$ cat config.mk
export PLATFORM = sky130hd
export DESIGN_NAME = obstacle_limited_motor_ramp_core
export DESIGN_NICKNAME = d
export VERILOG_FILES = /design/src/rtl/core/olmr_pkg.sv /design/src/rtl/core/olmr_div.sv /design/src/rtl/core/olmr_ramp.sv /design/src/rtl/core/obstacle_limited_motor_ramp_core.sv
export SDC_FILE = /design/constraint.sdc
export NUM_CORES = 1
export LEC_CHECK = 0
export ABC_CLOCK_PERIOD_IN_PS = 9300
export BUFFER_PORTS_ARGS = -buffer_cell sky130_fd_sc_hd__buf_2
export CORE_UTILIZATION = 45
export DETAILED_ROUTE_END_ITERATION = 7
export GPL_TIMING_DRIVEN = 0
export PLACE_DENSITY = 0.65
export SLEW_MARGIN = 25
export SYNTH_ARGS = -nofsm -noshare
export SYNTH_HDL_FRONTEND = slang
export SYNTH_SLANG_ARGS = --single-unit
$ cat constraint.sdc
create_clock -name clk -period 9.3 [get_ports clk]
set_clock_uncertainty 0.1 [all_clocks]
set_input_delay 1.86 -clock clk [delete_from_list [all_inputs] [get_ports clk]]
set_output_delay 1.86 -clock clk [all_outputs]
set_load 0.1 [all_outputs]
$ cat src/rtl/core/olmr_pkg.sv
// Shared types, constants and helper functions of the obstacle-limited motor ramp.
`timescale 1ns / 1ps

package olmr_pkg;

    localparam int SAMPLE_W  = 9;
    localparam int DUTY_W    = 8;
    localparam int STEP_W    = 6;
    localparam int DIST_W    = 8;
    localparam int DEN_W     = 16;
    localparam int QUO_W     = 20;
    localparam int DIV_CNT_W = $clog2(QUO_W + 1);
    localparam int IN_W      = 24;
    localparam int OUT_W     = 40;
    localparam int CFG_ADDR_W = 1;
    localparam int CFG_DATA_W = 8;

    localparam logic [QUO_W-1:0]    DIST_NUM   = QUO_W'(946200);
    localparam logic [DEN_W-1:0]    DIST_OFS   = DEN_W'(1692);
    localparam logic [SAMPLE_W-1:0] SAMPLE_LOW = SAMPLE_W'(16);
    localparam logic [DIST_W-1:0]   DIST_MIN   = DIST_W'(19);
    localparam logic [DIST_W-1:0]   DIST_MAX   = DIST_W'(151);

    localparam logic [15:0]       K_FWD        = 16'd150;
    localparam logic [15:0]       K_REV        = 16'd225;
    localparam logic [DUTY_W-1:0] DUTY_SNAP    = DUTY_W'(250);
    localparam logic [DUTY_W-1:0] DUTY_HIGH    = DUTY_W'(240);
    localparam logic [DUTY_W-1:0] DUTY_NEAR    = DUTY_W'(30);
    localparam logic [DUTY_W-1:0] DUTY_FAR     = DUTY_W'(50);

    localparam logic [STEP_W-1:0] STEP_RESET = STEP_W'(5);
    localparam logic [DIST_W-1:0] SLOW_RESET = DIST_W'(40);

    localparam logic [CFG_ADDR_W-1:0] CFG_RAMP_STEP = 1'b0;
    localparam logic [CFG_ADDR_W-1:0] CFG_SLOW_DIST = 1'b1;

    localparam logic [1:0] DRIVE_FWD = 2'd1;
    localparam logic [1:0] DRIVE_REV = 2'd2;
    localparam logic [1:0] LIFT_OFF  = 2'd0;
    localparam logic [1:0] LIFT_DOWN = 2'd1;
    localparam logic [1:0] LIFT_UP   = 2'd2;

    typedef enum logic [2:0] {
        ST_IDLE,
        ST_DIV_FRONT,
        ST_WAIT_FRONT,
        ST_DIV_REAR,
        ST_WAIT_REAR,
        ST_UPDATE
    } state_t;

    typedef struct packed {
        logic              drive_fwd_line;
        logic              drive_rev_line;
        logic [DUTY_W-1:0] drive_duty;
        logic              lift_down_line;
        logic              lift_up_line;
        logic [DUTY_W-1:0] lift_duty;
    } ramp_out_t;

    function automatic logic [DUTY_W-1:0] sat_add(input logic [DUTY_W-1:0] a,
                                                  input logic [DUTY_W-1:0] b);
        logic [DUTY_W:0] sum;
        sum = {1'b0, a} + {1'b0, b};
        return sum[DUTY_W] ? {DUTY_W{1'b1}} : sum[DUTY_W-1:0];
    endfunction

    function automatic logic [DUTY_W-1:0] sat_sub(input logic [DUTY_W-1:0] a,
                                                  input logic [DUTY_W-1:0] b);
        return (a > b) ? (a - b) : '0;
    endfunction

    // Clamp a quotient to the sensor range; tiny samples read as the minimum.
    function automatic logic [DIST_W-1:0] to_cm(input logic [SAMPLE_W-1:0] s,
                                                input logic [QUO_W-1:0]    q);
        logic [DIST_W-1:0] r;
        if (s <= SAMPLE_LOW)
        begin
            r = DIST_MIN;
        end
        else if (q > QUO_W'(DIST_MAX))
        begin
            r = DIST_MAX;
        end
        else if (q < QUO_W'(DIST_MIN))
        begin
            r = DIST_MIN;
        end
        else
        begin
            r = q[DIST_W-1:0];
        end
        return r;
    endfunction

endpackage

$ cat src/rtl/core/olmr_div.sv
// Iterative restoring divider: fixed numerator over a 16-bit divisor, one bit a cycle.
`timescale 1ns / 1ps

module olmr_div (
    input  logic                           clk,
    input  logic                           rst_n,
    input  logic                           start,
    input  logic [olmr_pkg::DEN_W-1:0]     den,
    output logic                           done,
    output logic [olmr_pkg::QUO_W-1:0]     quo
);

    logic                              busy_reg, busy_next;
    logic                              done_reg, done_next;
    logic [olmr_pkg::DIV_CNT_W-1:0]    cnt_reg, cnt_next;
    logic [olmr_pkg::DEN_W-1:0]        rem_reg, rem_next;
    logic [olmr_pkg::DEN_W-1:0]        den_reg, den_next;
    logic [olmr_pkg::QUO_W-1:0]        work_reg, work_next;
    logic [olmr_pkg::DEN_W:0]          rem_sh;
    logic [olmr_pkg::DEN_W:0]          diff;
    logic                              ge;

    always_comb
    begin
        rem_sh    = {rem_reg, work_reg[olmr_pkg::QUO_W-1]};
        diff      = rem_sh - {1'b0, den_reg};
        ge        = (rem_sh >= {1'b0, den_reg});
        busy_next = busy_reg;
        done_next = 1'b0;
        cnt_next  = cnt_reg;
        rem_next  = rem_reg;
        den_next  = den_reg;
        work_next = work_reg;
        if (busy_reg)
        begin
            // shift one quotient bit in, restore when the trial subtract fails
            rem_next  = ge ? diff[olmr_pkg::DEN_W-1:0] : rem_sh[olmr_pkg::DEN_W-1:0];
            work_next = {work_reg[olmr_pkg::QUO_W-2:0], ge};
            cnt_next  = cnt_reg - 1'b1;
            if (cnt_reg == olmr_pkg::DIV_CNT_W'(1))
            begin
                busy_next = 1'b0;
                done_next = 1'b1;
            end
        end
        else if (start)
        begin
            busy_next = 1'b1;
            cnt_next  = olmr_pkg::DIV_CNT_W'(olmr_pkg::QUO_W);
            rem_next  = '0;
            den_next  = den;
            work_next = olmr_pkg::DIST_NUM;
        end
    end

    always_ff @(posedge clk or negedge rst_n)
    begin
        if (!rst_n)
        begin
            busy_reg <= 1'b0;
            done_reg <= 1'b0;
            cnt_reg  <= '0;
        end
        else
        begin
            busy_reg <= busy_next;
            done_reg <= done_next;
            cnt_reg  <= cnt_next;
        end
    end

    always_ff @(posedge clk)
    begin
        rem_reg  <= rem_next;
        den_reg  <= den_next;
        work_reg <= work_next;
    end

    assign done = done_reg;
    assign quo  = work_reg;

endmodule

$ cat src/rtl/core/olmr_ramp.sv
// Next duty levels and bridge lines for one control tick.
`timescale 1ns / 1ps

module olmr_ramp (
    input  logic [olmr_pkg::DUTY_W-1:0] drive_level,
    input  logic [olmr_pkg::DUTY_W-1:0] lift_level,
    input  logic [olmr_pkg::DIST_W-1:0] front_distance,
    input  logic [olmr_pkg::DIST_W-1:0] rear_distance,
    input  logic [1:0]                  drive_mode,
    input  logic [1:0]                  lift_mode,
    input  logic [olmr_pkg::STEP_W-1:0] ramp_step,
    input  logic [olmr_pkg::DIST_W-1:0] slow_distance,
    output olmr_pkg::ramp_out_t         res
);

    logic [olmr_pkg::DIST_W-1:0] d;
    logic [olmr_pkg::DUTY_W-1:0] step;
    logic [olmr_pkg::DUTY_W-1:0] dec;
    logic [15:0]                 lhs;
    logic [15:0]                 rhs;
    logic [olmr_pkg::DUTY_W-1:0] drive_new;
    logic                        moving;

    always_comb
    begin
        d      = (drive_mode == olmr_pkg::DRIVE_REV) ? rear_distance : front_distance;
        step   = olmr_pkg::DUTY_W'(ramp_step);
        dec    = olmr_pkg::DUTY_W'({2'b00, ramp_step} + {1'b0, ramp_step, 1'b0});
        lhs    = {d, 8'h00} - 16'(d);
        rhs    = 16'(drive_level) *
                 ((drive_mode == olmr_pkg::DRIVE_REV) ? olmr_pkg::K_REV : olmr_pkg::K_FWD);
        moving = (drive_mode == olmr_pkg::DRIVE_FWD) || (drive_mode == olmr_pkg::DRIVE_REV);

        // obstacle close: brake; room ahead: climb; else coast down
        if (d < slow_distance)
        begin
            drive_new = (drive_level < olmr_pkg::DUTY_NEAR) ? '0
                        : olmr_pkg::sat_sub(drive_level, dec);
        end
        else if (lhs > rhs)
        begin
            drive_new = (drive_level >= olmr_pkg::DUTY_HIGH) ? olmr_pkg::DUTY_SNAP
                        : olmr_pkg::sat_add(drive_level, step);
        end
        else
        begin
            drive_new = (drive_level < olmr_pkg::DUTY_FAR) ? '0
                        : olmr_pkg::sat_sub(drive_level, dec);
        end

        res.drive_fwd_line = (drive_mode == olmr_pkg::DRIVE_FWD);
        res.drive_rev_line = (drive_mode == olmr_pkg::DRIVE_REV);
        res.drive_duty     = moving ? drive_new : '0;
        res.lift_down_line = (lift_mode == olmr_pkg::LIFT_DOWN);
        res.lift_up_line   = (lift_mode == olmr_pkg::LIFT_UP);
        if (lift_mode == olmr_pkg::LIFT_OFF)
        begin
            res.lift_duty = '0;
        end
        else if (lift_level < olmr_pkg::DUTY_SNAP)
        begin
            res.lift_duty = olmr_pkg::sat_add(lift_level, step);
        end
        else
        begin
            res.lift_duty = olmr_pkg::sat_sub(lift_level, step);
        end
    end

endmodule

$ cat src/rtl/core/obstacle_limited_motor_ramp_core.sv
// Top level of the obstacle-limited motor ramp: handshake, sequencer and state.
`timescale 1ns / 1ps
//
// One input word is one control tick: two infrared samples and the drive and
// lift modes. One output word follows per tick: bridge lines, the new drive
// and lift duties and both clamped distances in cm.
// Input word  (s_*): accepted when s_tvalid and s_tready are high at a clock edge.
// Output word (m_*): taken when m_tvalid and m_tready are high.
// Config: cfg_we writes cfg_wdata to register cfg_addr (0 ramp_step,
// 1 slow_distance) at the edge; write only while the block is idle.
// Timing: both distances go through one shared 20-step restoring divider,
// front sample then rear; the divider's loop yields one quotient bit per
// cycle. s_tready is high only while the sequencer is idle, so one tick
// is in work at a time.
// A finished word waits in the output register; a new input word is still
// accepted, and its update stalls until the previous word is taken.
// Reset: duties clear to 0, ramp_step to 5, slow_distance to 40, no word is
// pending and the block is ready at once.

module obstacle_limited_motor_ramp_core (
    input  logic                              clk,
    input  logic                              rst_n,
    // front_sample[8:0], rear_sample[17:9], drive_mode[19:18], lift_mode[21:20]
    input  logic [olmr_pkg::IN_W-1:0]         s_tdata,
    input  logic                              s_tvalid,
    output logic                              s_tready,
    // drive_fwd_line[0], drive_rev_line[1], drive_duty[9:2], lift_down_line[10],
    // lift_up_line[11], lift_duty[19:12], front_distance[27:20], rear_distance[35:28]
    output logic [olmr_pkg::OUT_W-1:0]        m_tdata,
    output logic                              m_tvalid,
    input  logic                              m_tready,
    input  logic                              cfg_we,
    input  logic [olmr_pkg::CFG_ADDR_W-1:0]   cfg_addr,
    input  logic [olmr_pkg::CFG_DATA_W-1:0]   cfg_wdata
);

    olmr_pkg::state_t                state_reg, state_next;
    logic [olmr_pkg::SAMPLE_W-1:0]   front_reg, front_next;
    logic [olmr_pkg::SAMPLE_W-1:0]   rear_reg, rear_next;
    logic [1:0]                      dmode_reg, dmode_next;
    logic [1:0]                      lmode_reg, lmode_next;
    logic [olmr_pkg::DIST_W-1:0]     fdist_reg, fdist_next;
    logic [olmr_pkg::DIST_W-1:0]     rdist_reg, rdist_next;
    logic [olmr_pkg::DUTY_W-1:0]     drive_level_reg, drive_level_next;
    logic [olmr_pkg::DUTY_W-1:0]     lift_level_reg, lift_level_next;
    logic [olmr_pkg::STEP_W-1:0]     step_reg, step_next;
    logic [olmr_pkg::DIST_W-1:0]     slow_reg, slow_next;
    logic                            ovalid_reg, ovalid_next;
    logic [olmr_pkg::OUT_W-1:0]      odata_reg, odata_next;

    logic                            div_start;
    logic [olmr_pkg::SAMPLE_W-1:0]   div_sample;
    logic [olmr_pkg::DEN_W-1:0]      div_den;
    logic                            div_done;
    logic [olmr_pkg::QUO_W-1:0]      div_quo;
    olmr_pkg::ramp_out_t             ramp_res;

    // divisor 100*s - 1692 from shifts and adds
    always_comb
    begin
        div_sample = (state_reg == olmr_pkg::ST_DIV_REAR) ? rear_reg : front_reg;
        div_den    = ({1'b0, div_sample, 6'b0} + {2'b0, div_sample, 5'b0}
                     + {5'b0, div_sample, 2'b0}) - olmr_pkg::DIST_OFS;
    end

    olmr_div u_div (
        .clk   (clk),
        .rst_n (rst_n),
        .start (div_start),
        .den   (div_den),
        .done  (div_done),
        .quo   (div_quo)
    );

    olmr_ramp u_ramp (
        .drive_level    (drive_level_reg),
        .lift_level     (lift_level_reg),
        .front_distance (fdist_reg),
        .rear_distance  (rdist_reg),
        .drive_mode     (dmode_reg),
        .lift_mode      (lmode_reg),
        .ramp_step      (step_reg),
        .slow_distance  (slow_reg),
        .res            (ramp_res)
    );

    always_comb
    begin
        state_next       = state_reg;
        front_next       = front_reg;
        rear_next        = rear_reg;
        dmode_next       = dmode_reg;
        lmode_next       = lmode_reg;
        fdist_next       = fdist_reg;
        rdist_next       = rdist_reg;
        drive_level_next = drive_level_reg;
        lift_level_next  = lift_level_reg;
        step_next        = step_reg;
        slow_next        = slow_reg;
        ovalid_next      = ovalid_reg;
        odata_next       = odata_reg;
        div_start        = 1'b0;
        s_tready         = (state_reg == olmr_pkg::ST_IDLE);

        if (cfg_we)
        begin
            unique case (cfg_addr)
                olmr_pkg::CFG_RAMP_STEP: step_next = cfg_wdata[olmr_pkg::STEP_W-1:0];
                olmr_pkg::CFG_SLOW_DIST: slow_next = cfg_wdata[olmr_pkg::DIST_W-1:0];
                default: ;
            endcase
        end

        // drop the output word once taken
        if (ovalid_reg && m_tready)
        begin
            ovalid_next = 1'b0;
        end

        unique case (state_reg)
            olmr_pkg::ST_IDLE:
            begin
                if (s_tvalid)
                begin
                    front_next = s_tdata[8:0];
                    rear_next  = s_tdata[17:9];
                    dmode_next = s_tdata[19:18];
                    lmode_next = s_tdata[21:20];
                    state_next = olmr_pkg::ST_DIV_FRONT;
                end
            end
            olmr_pkg::ST_DIV_FRONT:
            begin
                div_start  = 1'b1;
                state_next = olmr_pkg::ST_WAIT_FRONT;
            end
            olmr_pkg::ST_WAIT_FRONT:
            begin
                if (div_done)
                begin
                    fdist_next = olmr_pkg::to_cm(front_reg, div_quo);
                    state_next = olmr_pkg::ST_DIV_REAR;
                end
            end
            olmr_pkg::ST_DIV_REAR:
            begin
                div_start  = 1'b1;
                state_next = olmr_pkg::ST_WAIT_REAR;
            end
            olmr_pkg::ST_WAIT_REAR:
            begin
                if (div_done)
                begin
                    rdist_next = olmr_pkg::to_cm(rear_reg, div_quo);
                    state_next = olmr_pkg::ST_UPDATE;
                end
            end
            olmr_pkg::ST_UPDATE:
            begin
                // hold the update until the output register is free
                if (!ovalid_reg || m_tready)
                begin
                    drive_level_next = ramp_res.drive_duty;
                    lift_level_next  = ramp_res.lift_duty;
                    ovalid_next      = 1'b1;
                    odata_next       = {4'b0000, rdist_reg, fdist_reg,
                                        ramp_res.lift_duty, ramp_res.lift_up_line,
                                        ramp_res.lift_down_line, ramp_res.drive_duty,
                                        ramp_res.drive_rev_line, ramp_res.drive_fwd_line};
                    state_next       = olmr_pkg::ST_IDLE;
                end
            end
            default:
            begin
                state_next = olmr_pkg::ST_IDLE;
            end
        endcase
    end

    always_ff @(posedge clk or negedge rst_n)
    begin
        if (!rst_n)
        begin
            state_reg       <= olmr_pkg::ST_IDLE;
            drive_level_reg <= '0;
            lift_level_reg  <= '0;
            step_reg        <= olmr_pkg::STEP_RESET;
            slow_reg        <= olmr_pkg::SLOW_RESET;
            ovalid_reg      <= 1'b0;
        end
        else
        begin
            state_reg       <= state_next;
            drive_level_reg <= drive_level_next;
            lift_level_reg  <= lift_level_next;
            step_reg        <= step_next;
            slow_reg        <= slow_next;
            ovalid_reg      <= ovalid_next;
        end
    end

    always_ff @(posedge clk)
    begin
        front_reg <= front_next;
        rear_reg  <= rear_next;
        dmode_reg <= dmode_next;
        lmode_reg <= lmode_next;
        fdist_reg <= fdist_next;
        rdist_reg <= rdist_next;
        odata_reg <= odata_next;
    end

    assign m_tvalid = ovalid_reg;
    assign m_tdata  = odata_reg;

endmodule
* Word-level counts from Yosys, hierarchy flattened
Index checks and enable logic that the tools add are counted.
Storage, ports and cells: output and inout bits 42, input bits 38, bits in registers 167
Operators by class: bitwise logic cells 2, muxes and demuxes 38, reduce and logical (&&, ||, !) cells 16, $add $sub $neg 11, equality and inequality tests 14, order comparisons 13, multipliers 1
Operators by type and width (number):
- $mux W8 | 15
- $mux W16 | 3
- $mux W20 | 2
- $gt A20 B8 Y1 const B | 1
- $lt A20 B5 Y1 const B | 1
- $add A8 B6 Y9 | 2
- $le A9 B5 Y1 const B | 2
- $pmux W3 S6 | 1
- $ge A17 B16 Y1 | 1
- $add A15 B14 Y16 | 1
- $add A16 B11 Y16 | 1
- $gt A16 B16 Y1 | 1
- $mul A8 B16 Y16 | 1
- $sub A16 B11 Y16 const B | 1
- $sub A16 B16 Y16 | 1
- $sub A16 B8 Y16 | 1
- $reduce_and A2 Y1 | 7
- $mux W3 | 4
- $mux W5 | 2
- $mux W1 | 9
- $mux W9 | 1
- $add A6 B7 Y8 | 1
- $ge A8 B8 Y1 const B | 1
- $gt A8 B6 Y1 | 1
- other kinds (26) | 34

* Longest topological paths before layout
word-level depth 7, gate-level depth with buffers 30, depth with buffers taken out 27

* Cells and area by module
Synthesis repeated with hierarchy kept, for this count alone.
Second synthesis, totals: cells, all modules 1173, area total of the unflattened synthesis 12334.3 µm²
Modules (own cells, without submodules):
- obstacle_limited_motor_ramp_core | times used 1, sequential area each 3078.0 µm², cells an instance 333, area each 4862.2 µm²
- olmr_ramp | times used 1, sequential area each 0.0 µm², cells an instance 553, area each 4275.4 µm²
- olmr_div | times used 1, sequential area each 1736.7 µm², cells an instance 287, area each 3196.8 µm²

* Least setup slack after synthesis
Ideal clock, no wire load.
path kind reg2reg, start register dmode_reg[0], end register drive_level_reg[2] in the netlist's numbering, required time 9.091 ns, stages on the path, launching flop included 28, arrival 6.593 ns, clock period less this slack 6.801 ns, setup time 0.109 ns, path slack 2.499 ns, cell sequence edfxtp_1 > inv_1 > ha_1 > buf_2 > clkbuf_1 > clkbuf_1 > nand2_1 > inv_1 > fa_1 > fa_1 > inv_1 > fa_1 > fa_1 > inv_1 > ha_1 > or3_1 > o21ai_0 > o31ai_1 > o41ai_1 > xnor2_1 > ha_1 > nand3_1 > nor3_1 > a221o_1 > o31ai_4 > or2_1 > or4_1 > o211ai_1
RTL lines:
- start, declared | line obstacle_limited_motor_ramp_core.sv:40 | logic [1:0] dmode_reg, dmode_next;
- start signal, assigned | line obstacle_limited_motor_ramp_core.sv:206 | dmode_reg <= dmode_next;
- end signal, assigned | line obstacle_limited_motor_ramp_core.sv:194 | drive_level_reg <= drive_level_next;
- end, declared | line obstacle_limited_motor_ramp_core.sv:44 | logic [olmr_pkg::DUTY_W-1:0] drive_level_reg, drive_level_next;

==> results.md <==
- Synthesized cell area: 11700 sq um
- Worst-Margin Slew: 858 ps
- Post-synth ARST share: 0.248
- Tmin final: 7970 ps
- DP Wirelength: 19.0 mm
- CP Data Required Time: 9530 ps
- Register area: 4750 sq um
- Design area: 13200 sq um
- RSZ-0062 raised after global routing: no
- Max-cap viol count: 0
- Worst-path maximum fanout: 10
- Post-CTS Hold Fix Bufs: 0
- Mean Syn Cell Area: 10.7 sq um
- Die height: 164 um
- Final setup vio count: 0
- Final hold vios: 0
- Pint: 1280 uW
- Final nets: 1417
- Worst Reg2Reg Path Length in Cells: 28
- CP Capture Type: register
- CP max-delay cell: fa_1
- Fillers: 2299
- Routed via count: 8213
- CTS Buf Count: 17
- Logic pwr share: 0.143
- Synthesized instance count: 1102
- Worst reg2reg setup slack: 1330 ps
- Slew Viols, Final: 0
- Setup Fix Bufs, Post-CTS: 0
- Vias in the first global route: 8055
- Psw: 471 uW
- Final worst path period share: 0.857
- Crit path arrival time: 8210 ps
- Input/output buffers: 73
- VDD IR max: 0.000103 V
- Layout cells sized above 1: 0.136
- Longest Clk Path Bufs: 2
- Crit Path Category: register to register
- First-pass GRT wire length: 40.0 mm
- Library cells used by synthesis: 74
- TritonRoute pass-1 iters: 5
- Total track usage: 0.193
- Slew headroom: 0.426
- Die Area: 26800 sq um
- Cells on Worst Hold Path: 0
- Post-route ant nets: 0
- Flop pwr share: 0.462
- Area growth syn-to-layout: 12.2%
- Final Util: 0.519
- Post-place instance area: 12600 sq um
- #FFs+latches synth: 165
- Floorplan core area: 25400 sq um
- Pwr dens: 133 nW/um^2
- Initial Util: 0.462
- Worst-skew pair later-pin latency: 430 ps
- TritonCTS clock tree: built
- Status: finished clean
- # H-tree levels: 4
- Post-synth EDFFs: 124
- Area of the multi-input gates: 6380 sq um
- Switching Fraction: 0.269
- DRC Markers: 0
- Synth Flop Type: edfxtp_1
- Largest register FFs: 36
- Largest net degree at the start of global routing: 46
- Worst-path clk slew: 70 ps
- Slowest cell delay on critical path: 560 ps
- Initial DRC Count: 408
- Routed WL per cell: 15.6 um
- # rows: 58
- Clock share of power: 0.395
- Gpl congestion: 0.917
- Lkg Pwr: 0.00581 uW
- Max Fclk: 0.125 GHz
- Ant diodes: 0
- Setup_tns: 0 ps
- Ys Warns: 0
- Grt ovf: 0
- Die X: 164 um
- Initial antenna violation count: 0
- Post_cts resized: 0
- Avg Vias per Cell: 5.31
- # IOs: 80
- WL final: 24.2 mm
- TritonCTS Sinks: 165
- Root Buffer: clkbuf_16
- Register area share after synthesis: 0.405
- Worst min-delay path class: register to register
- Startpoint Class: register
## worst paths after layout
kind,from,end
worst max-delay path,dmode_reg[0]$_DFFE_PP_,drive_level_reg[4]$_DFFE_PN0P_
worst min-delay path,rdist_reg[2]$_SDFFCE_PP0P_,m_tdata[30]$_DFFE_PP_
worst max register to register,dmode_reg[0]$_DFFE_PP_,drive_level_reg[4]$_DFFE_PN0P_
worst min register to register,rdist_reg[2]$_SDFFCE_PP0P_,m_tdata[30]$_DFFE_PP_
max in group asynchronous,rst_n,drive_level_reg[7]$_DFFE_PN0P_
min in group asynchronous,rst_n,u_div.busy_reg$_DFF_PN0_
## metrics by stage
| stage | hold slack [ps] | power [uW] | instances | worst slack (ps) |
|---|---|---|---|---|
| after global routing | 350 | 1820 | 1547 | 928 |
| after global placement | 332 | 1070 | 1512 | 1430 |
| final | 341 | 1750 | 1547 | 1330 |
| after CTS | 347 | 1760 | 1547 | 1330 |
| after detailed placement | 345 | 1070 | 1515 | 1330 |
| after floorplan | 326 | 1010 | 1109 | 2500 |
## metal layers
metal / share of wire / wire length, um / GRT usage
met3: 0.048 / 1170 / 0.0383
met1: 0.46 / 11000 / 0.250
met2: 0.48 / 11500 / 0.324
met5: 0 / 0 / 0
met4: 0.019 / 447 / 0.0560
## cells in the final DEF, fill, tap and decap left out, drive strengths merged, types with 5 or more instances in the layout
master / count
o21a: 9
dfrtp: 37
a21oi: 58
o21ai: 39
or2: 16
xnor2: 38
inv: 144
buf: 87
a211o: 6
o211ai: 9
nand2: 44
xor2: 17
o41ai: 5
o31ai: 9
a21o: 18
nor2b: 17
o21bai: 7
and2: 28
edfxtp: 124
mux2: 18
or4: 7
nor3: 21
conb: 9
nand3: 19
a31oi: 11
nor2: 82
nand2b: 14
clkbuf: 35
a221o: 7
nand4: 9
and3: 6
ha: 140
a211oi: 6
fa: 35
mux2i: 30
nor4: 10
## Yosys cell counts, types with 7 or more instances
library cell	instances	area share
nor2b_1	17	0.0091
a21oi_1	57	0.024
nor4_1	10	0.0053
nor3_1	21	0.0089
o21bai_1	7	0.0045
nor2_1	82	0.026
xor2_1	17	0.013
nand2b_1	14	0.0075
a221o_1	7	0.0060
inv_1	136	0.043
o21a_1	9	0.0058
nand3_1	19	0.0081
a31oi_1	10	0.0053
or2_2	13	0.0069
a21o_1	18	0.012
edfxtp_1	124	0.32
mux2_2	18	0.017
o21ai_0	33	0.014
mux2i_1	28	0.024
dfrtp_1	37	0.079
ha_1	140	0.15
or4_1	7	0.0045
and2_1	26	0.014
fa_1	35	0.060
nand4_1	9	0.0048
o211ai_1	9	0.0058
o31ai_1	7	0.0045
nand2_1	44	0.014
clkbuf_1	17	0.0054
xnor2_1	38	0.028
## area by class of cell
cell class / count / share of cell area
Buffer: 28 / 0.0106
Clock buffer: 18 / 0.0326
Clock inverter: 14 / 0.0106
Inverter: 136 / 0.0387
Multi-Input combinational cell: 780 / 0.484
Sequential cell: 165 / 0.361
Tap cell: 330 / 0.0313
Timing Repair Buffer: 76 / 0.0311
## power by group through the flow
stage | clock [uW] | combinational (uW) | sequential (uW)
2_1_floorplan | 0 | 188 | 820
3_3_place_gp | 0 | 242 | 824
3_5_place_dp | 0 | 246 | 824
4_1_cts | 707 | 248 | 808
5_1_grt | 733 | 280 | 809
6_report | 692 | 249 | 808
## critical path: cells and delay by family (launching register included)
kind	cells	cell delay (ps)
AO/OA/AOI/OAI	7	1840
XOR/XNOR	1	180
flip-flops	1	420
buffers and inverters	8	1520
AND/OR/NAND/NOR	5	1040
adder cells (fa/ha/maj)	7	2770
## cell families (layout without fill, tap and decap cells)
kind of cell,after synthesis,in the layout,share of synthesized area
adders and majority gates,175,175,0.209
and+or+nand+nor,284,284,0.123
DFF,165,165,0.405
buffers and inverters,164,272,0.0551
AOI/OAI and AO/OA,209,209,0.124
xor gates and xnor gates,55,55,0.0410
other,2,9,0.000639
muxes,48,48,0.0435
(Power assumes the default switching activity.)
